**config.mk**
```make
export PLATFORM = sky130hd
export DESIGN_NAME = lifo_ctrl
export DESIGN_NICKNAME = d
export VERILOG_FILES = /design/src/rtl/lifo_pkg.sv /design/src/rtl/lifo_ctrl.sv
export SDC_FILE = /design/constraint.sdc
export NUM_CORES = 1
export LEC_CHECK = 0
export BUFFER_PORTS_ARGS = -buffer_cell sky130_fd_sc_hd__buf_4
export CORE_MARGIN = 2
export CORE_UTILIZATION = 48
export DETAILED_ROUTE_END_ITERATION = 10
export MAX_ROUTING_LAYER = met4
export PLACE_DENSITY = 0.78
export SLEW_MARGIN = 20
export SYNTH_ARGS = -nofsm -noshare
export SYNTH_HDL_FRONTEND = slang
export SYNTH_SLANG_ARGS = --single-unit
```
**constraint.sdc**
```tcl
create_clock -name clk -period 6.2 [get_ports clk]
set_input_delay 0.31 -clock clk [delete_from_list [all_inputs] [get_ports clk]]
set_output_delay 0.31 -clock clk [all_outputs]
set_load 0.005 [all_outputs]
```
**src/rtl/lifo_pkg.sv**
```systemverilog
// ============================================================================
// lifo_pkg: shared types and constants for the bounded LIFO stack
// Sizes of the entry store, command and status codes, and the structs that
// run between the stack controller and the top level.
// ============================================================================
`default_nettype none

package lifo_pkg;

    // Store geometry
    localparam int DEPTH  = 256;
    localparam int ADDR_W = $clog2(DEPTH);
    localparam int DATA_W = 32;
    localparam int CNT_W  = $clog2(DEPTH + 1);
    localparam int CMD_W  = 3;
    localparam int STAT_W = 2;
    localparam int IDX_W  = 8;

    // Command codes
    localparam logic [CMD_W-1:0] CMD_PUSH  = 3'd0;
    localparam logic [CMD_W-1:0] CMD_POP   = 3'd1;
    localparam logic [CMD_W-1:0] CMD_PEEK  = 3'd2;
    localparam logic [CMD_W-1:0] CMD_CLEAR = 3'd3;
    localparam logic [CMD_W-1:0] CMD_FIND  = 3'd4;

    // Status codes
    localparam logic [STAT_W-1:0] STAT_OK       = 2'd0;
    localparam logic [STAT_W-1:0] STAT_FULL     = 2'd1;
    localparam logic [STAT_W-1:0] STAT_EMPTY    = 2'd2;
    localparam logic [STAT_W-1:0] STAT_NOTFOUND = 2'd3;

    // Store access request from the controller
    typedef struct packed {
        logic              wr_en;
        logic [ADDR_W-1:0] wr_addr;
        logic [DATA_W-1:0] wr_data;
        logic [ADDR_W-1:0] rd_addr;
    } ram_req_t;

    // One result item
    typedef struct packed {
        logic [STAT_W-1:0] status;
        logic [DATA_W-1:0] data;
        logic [IDX_W-1:0]  found_index;
        logic [CNT_W-1:0]  element_count;
        logic              is_empty;
        logic              is_full;
    } result_t;

endpackage

`default_nettype wire

```
**src/rtl/lifo_ctrl.sv**
```systemverilog
// ============================================================================
// lifo_ctrl: stack pointer, command sequencer and result register
// Decodes each request, drives the entry store, scans live entries for find
// and holds the finished result until the downstream side takes it.
// ============================================================================
`default_nettype none

module lifo_ctrl
    import lifo_pkg::*;
(
    input  wire logic              clk,
    input  wire logic              rst_n,
    // configuration
    input  wire logic              cfg_wr_en,
    input  wire logic [CNT_W-1:0]  cfg_wr_data,
    // request side
    input  wire logic              req_valid,
    output logic                   req_ready,
    input  wire logic [CMD_W-1:0]  req_cmd,
    input  wire logic [DATA_W-1:0] req_value,
    // result side
    output logic                   res_valid,
    input  wire logic              res_ready,
    output result_t                res,
    // entry store
    output ram_req_t               ram_req,
    input  wire logic [DATA_W-1:0] ram_rd_data
);

    localparam logic [1:0] ST_IDLE = 2'd0;
    localparam logic [1:0] ST_READ = 2'd1;
    localparam logic [1:0] ST_SCAN = 2'd2;

    localparam logic [CNT_W-1:0] CAP_MAX = CNT_W'(DEPTH);
    localparam logic [CNT_W-1:0] CAP_MIN = CNT_W'(1);

    // clamp a capacity write into 1..DEPTH
    function automatic logic [CNT_W-1:0] sat_capacity(input logic [CNT_W-1:0] v);
        logic [CNT_W-1:0] r;
        r = v;
        if (v == '0)
        begin
            r = CAP_MIN;
        end
        else if (v > CAP_MAX)
        begin
            r = CAP_MAX;
        end
        return r;
    endfunction

    logic [1:0]        state_reg, state_next;
    logic [CNT_W-1:0]  top_reg, top_next;
    logic [CNT_W-1:0]  cap_reg, cap_next;
    logic [CNT_W-1:0]  idx_reg, idx_next;
    logic [DATA_W-1:0] value_reg, value_next;
    logic              out_valid_reg, out_valid_next;
    result_t           out_reg, out_next;

    logic              accept;
    logic              empty;
    logic [CNT_W-1:0]  idx_inc;
    logic [CNT_W-1:0]  top_dec;
    logic              ld;
    logic [STAT_W-1:0] ld_status;
    logic [DATA_W-1:0] ld_data;
    logic [IDX_W-1:0]  ld_fidx;

    // take a request only when idle and the result slot is empty or frees this cycle
    assign req_ready = (state_reg == ST_IDLE) && (!out_valid_reg || res_ready);
    assign accept    = req_valid && req_ready;
    assign empty     = (top_reg >= cap_reg);
    assign idx_inc   = idx_reg + CNT_W'(1);
    assign top_dec   = top_reg - CNT_W'(1);

    // command sequencing
    always_comb
    begin
        state_next      = state_reg;
        top_next        = top_reg;
        cap_next        = cap_reg;
        idx_next        = idx_reg;
        value_next      = value_reg;
        ram_req.wr_en   = 1'b0;
        ram_req.wr_addr = top_dec[ADDR_W-1:0];
        ram_req.wr_data = req_value;
        ram_req.rd_addr = top_reg[ADDR_W-1:0];
        ld              = 1'b0;
        ld_status       = STAT_OK;
        ld_data         = '0;
        ld_fidx         = '0;

        case (state_reg)
            ST_IDLE:
            begin
                if (accept)
                begin
                    case (req_cmd)
                        CMD_PUSH:
                        begin
                            ld = 1'b1;
                            if (top_reg == '0)
                            begin
                                ld_status = STAT_FULL;
                            end
                            else
                            begin
                                ram_req.wr_en = 1'b1;
                                top_next      = top_dec;
                            end
                        end
                        CMD_POP, CMD_PEEK:
                        begin
                            if (empty)
                            begin
                                ld        = 1'b1;
                                ld_status = STAT_EMPTY;
                            end
                            else
                            begin
                                // top entry arrives next cycle
                                state_next = ST_READ;
                                if (req_cmd == CMD_POP)
                                begin
                                    top_next = top_reg + CNT_W'(1);
                                end
                            end
                        end
                        CMD_CLEAR:
                        begin
                            ld       = 1'b1;
                            top_next = cap_reg;
                        end
                        CMD_FIND:
                        begin
                            if (empty)
                            begin
                                ld        = 1'b1;
                                ld_status = STAT_NOTFOUND;
                            end
                            else
                            begin
                                // start at the top entry, walk toward capacity
                                state_next = ST_SCAN;
                                idx_next   = top_reg;
                                value_next = req_value;
                            end
                        end
                        default:
                        begin
                            ld = 1'b1;
                        end
                    endcase
                end
            end
            ST_READ:
            begin
                ld         = 1'b1;
                ld_data    = ram_rd_data;
                state_next = ST_IDLE;
            end
            ST_SCAN:
            begin
                // data for idx_reg is on the read port; fetch the next entry
                ram_req.rd_addr = idx_inc[ADDR_W-1:0];
                if (ram_rd_data == value_reg)
                begin
                    ld         = 1'b1;
                    ld_fidx    = idx_reg[IDX_W-1:0];
                    state_next = ST_IDLE;
                end
                else if (idx_inc >= cap_reg)
                begin
                    ld         = 1'b1;
                    ld_status  = STAT_NOTFOUND;
                    state_next = ST_IDLE;
                end
                else
                begin
                    idx_next = idx_inc;
                end
            end
            default:
            begin
                state_next = ST_IDLE;
            end
        endcase

        // capacity write empties the stack
        if (cfg_wr_en)
        begin
            cap_next = sat_capacity(cfg_wr_data);
            top_next = cap_next;
        end
    end

    // result register
    always_comb
    begin
        out_valid_next = out_valid_reg;
        out_next       = out_reg;
        if (ld)
        begin
            out_valid_next         = 1'b1;
            out_next.status        = ld_status;
            out_next.data          = ld_data;
            out_next.found_index   = ld_fidx;
            out_next.element_count = cap_next - top_next;
            out_next.is_empty      = (top_next >= cap_next);
            out_next.is_full       = (top_next == '0);
        end
        else if (res_ready)
        begin
            out_valid_next = 1'b0;
        end
    end

    // control state
    always_ff @(posedge clk or negedge rst_n)
    begin
        if (!rst_n)
        begin
            state_reg     <= ST_IDLE;
            top_reg       <= CAP_MAX;
            cap_reg       <= CAP_MAX;
            out_valid_reg <= 1'b0;
        end
        else
        begin
            state_reg     <= state_next;
            top_reg       <= top_next;
            cap_reg       <= cap_next;
            out_valid_reg <= out_valid_next;
        end
    end

    // payload
    always_ff @(posedge clk)
    begin
        idx_reg   <= idx_next;
        value_reg <= value_next;
        out_reg   <= out_next;
    end

    assign res_valid = out_valid_reg;
    assign res       = out_reg;

endmodule

`default_nettype wire

```
==> flow_metrics.py <==
metrics = {
    "outcome": {
        "outcome": "complete, no violations",
    },
    "synthesis": {
        "syn_avg_cell_area_sq_um": 11.1,
        "synth.top_cells.by_count": "edfxtp_1 (94), nand2_1 (55), buf_4 (40)",
        "synth_most_common_cell": "edfxtp_1",
        "synth_edf_count": 94,
        "synth_top_area_share_pct": 43.5,
        "seq_area_frac_synth_pct": 51.6,
        "synth.area.top_cells": "edfxtp_1 (44%), dfrtp_1 (7.3%), ha_1 (6.0%)",
        "yosys_warnings": 0,
        "synth_ff_type": "edfxtp_1",
        "ys_seq_elements": 115,
        "synthesis.nets": 700,
        "netlist_instances": 587,
        "synth.cell_area_sq_um": 6490,
        "synth_cell_types": 69,
        "async_reset_ff_share_pct": 18.3,
        "yosys.area.top_type": "edfxtp_1",
    },
    "floorplan": {
        "die_w_um": 120,
        "io_pins": 185,
        "coreArea_sq_um": 13200,
        "die-area_sq_um": 14500,
        "num_rows": 42,
        "start_util_pct": 49.0,
        "die_height_um": 120,
    },
    "detailed_routing": {
        "wl_per_cell_um": 19.4,
        "drt_iter0_drc": 396,
        "routed_wirelength_um": 17900,
        "dr_total_vias": 5083,
        "drtPass1Iterations": 5,
        "ant_nets": 0,
        "via_per_inst": 5.50,
        "drc": 0,
    },
    "sta": {
        "tightest_slew_ps": 1060,
        "finalClockSkew_ps": 10.5,
        "setup_viol": 0,
        "max_freq_mhz": 228,
        "fin_crit_sh_pct": 70.8,
        "final.setup.tns_ps": 0,
        "rsz0062_at_grt": "no",
        "min_period_ps": 4390,
        "fin_ws_ps": 1810,
        "hold_viol": 0,
        "maxSlewViolCount": 0,
        "max_slew_margin_pct": 29.0,
        "hold_slack_ps": 76.1,
    },
    "clocking": {
        "cts_max_level": 4,
        "clockRootBuffer": "clkbuf_16",
        "clk_latency_ps": 420,
        "cts.sinks": 115,
        "cts_tree": "built",
        "cts_buffers": 17,
        "clockBufferDepth": 2,
        "clk_pin_slew_ps": 60,
        "post_cts_buffers": 0,
    },
    "setup_path": {
        "cp-start-kind": "register",
        "max_stage_delay_ps": 640,
        "crit_required_ps": 6370,
        "crit_arrival_ps": 4560,
        "r2r-end": "res[8]$_DFFE_PP_",
        "worstPathCellList": "ha_1, a21oi_1, o21ai_1, a211oi_1, and3_1, o21ai_0, a31oi_1, ha_1, inv_1, fa_1, nand2_1, nand2_1, a21oi_1, o21ai_0, a21oi_1, xnor2_1",
        "r2r_setup_slack_ps": 1810,
        "critPathMaxFanout": 11,
        "reg2reg_from": "top_reg[6]$_DFF_PN0_",
        "crit_path_top_delay_cell": "a211oi_1",
        "end_kind": "register",
        "ff2ff_path_depth": 16,
        "setup.worst_path.class": "reg -> reg",
        "worst_path_most_repeated_cell": "a21oi_1",
    },
    "final_layout": {
        "syn_to_final_growth_pct": 28.0,
        "num_antenna_cells": 0,
        "utilization_pct": 62.7,
        "drive_gt1_share_pct": 31.7,
        "seqCellArea_sq_um": 3350,
        "fin_nets": 849,
        "fill_cells": 1042,
        "largest_reg_flops": 53,
        "multi_input_comb_area_sq_um": 2670,
    },
    "pwr": {
        "ir_drop_uv": 183,
        "p_leak_nw": 3.62,
        "power.density_nw_per_um2": 295,
    },
    "placement": {
        "pre_cts_slack_ps": 1880,
        "portBuffers": 184,
        "place.gp.congestion": 0.997,
        "hpwl_um": 13500,
    },
    "min_path": {
        "whs_path_depth": 1,
        "hold_path_end": "value_reg[0]$_DFFE_PP_",
        "hold_start": "req_value[0]",
        "min-delay-path-class": "in -> reg",
    },
    "global_route": {
        "grt_max_degree": 35,
        "antenna_found_initial": 0,
        "grt_pass1_wl_um": 27100,
        "grt_pass1_vias": 5084,
        "grt_usage_pct": 25.4,
        "overflow": 0,
    },
    "flow_run": {
        "drv_cap": 0,
    },
}
-- worst max path at each step --
stage	start	endpoint	slack, ps	cells past startpoint
final	top_reg[6]$_DFF_PN0_	res[8]$_DFFE_PP_	1810	16
after global routing	cap_reg[8]$_DFF_PN1_	res[8]$_DFFE_PP_	1460	17
after CTS	top_reg[6]$_DFF_PN0_	res[8]$_DFFE_PP_	1860	16
after detailed placement	top_reg[6]$_DFF_PN0_	res[8]$_DFFE_PP_	1880	16
after global placement	cap_reg[8]$_DFF_PN1_	res[8]$_DFFE_PP_	2120	17
after floorplan	idx_reg[0]$_DFFE_PP_	res[0]$_DFFE_PP_	280	8
-- cell families (layout without fill, tap and decap cells) --
group	Yosys count	count (layout)	share of synthesized area (%)
fa+ha+maj	32	32	6.29
compound gates	86	86	9.04
buf+inv	88	249	7.62
xor+xnor	50	50	6.75
mux	2	2	0.309
flops	115	115	51.6
simple gates	214	214	18.4
-- cell usage in the layout (no fill, tap or decap), types with 5 or more instances in the layout --
master / n
xor2_1: 37
nor2b_1: 6
dfrtp_1: 19
buf_4: 187
edfxtp_1: 94
and3_1: 14
nor4_1: 15
a21o_1: 12
nor3_1: 10
clkinv_2: 5
xnor2_1: 13
o21ai_0: 17
nand2b_1: 5
ha_1: 31
a21oi_1: 19
nand3_1: 14
nand4_1: 10
nand2_1: 55
and2_1: 35
nor2_1: 23
inv_1: 29
clkbuf_16: 17
-- cell type report --
class	count	share of cell area [%]
flip-flops and latches	115	40.3
clock buffers	17	5.12
repair buffers	188	17.0
inverters	30	1.36
multi-input cells	384	32.1
clock inverters	14	1.39
well taps	176	2.65
-- critical path, delay by kind of cell, from the launching register on --
family	cells	cell delay [ps]
flops	1	580
buf+inv	1	60
compound gates	8	2040
simple gates	3	390
xor+xnor	1	90
fa+ha+maj	3	970
-- layer usage --
layer	track usage (%)	share of wire, %
met1	31.4	41
met2	41.6	50
met3	5.66	6.7
met4	8.65	2.0
met5	-	0
-- report_power, final --
group          switching [mW]  total [mW]  internal (mW)  leakage (nW)
clock network           0.351       0.895          0.544         0.259
registers              0.0512       0.999          0.948          1.16
logic                   0.300       0.553          0.254          2.20
total                   0.702        2.45           1.75          3.62
-- metrics by stage --
stage / instance area, sq um / std cells / power [mW]
2_1_floorplan: 6490 / 587 / 1.30
3_5_place_dp: 7750 / 892 / 1.56
4_1_cts: 8300 / 924 / 2.46
5_1_grt: 8310 / 924 / 2.54
6_report: 8310 / 924 / 2.45
3_3_place_gp: 7750 / 892 / 1.54
-- timing repair --
item                      CTS  global route
hold endpoints to repair   19             0
hold buffers                1             0
gates resized for setup     0             0
Note: power is estimated with default switching activity, not from simulation.
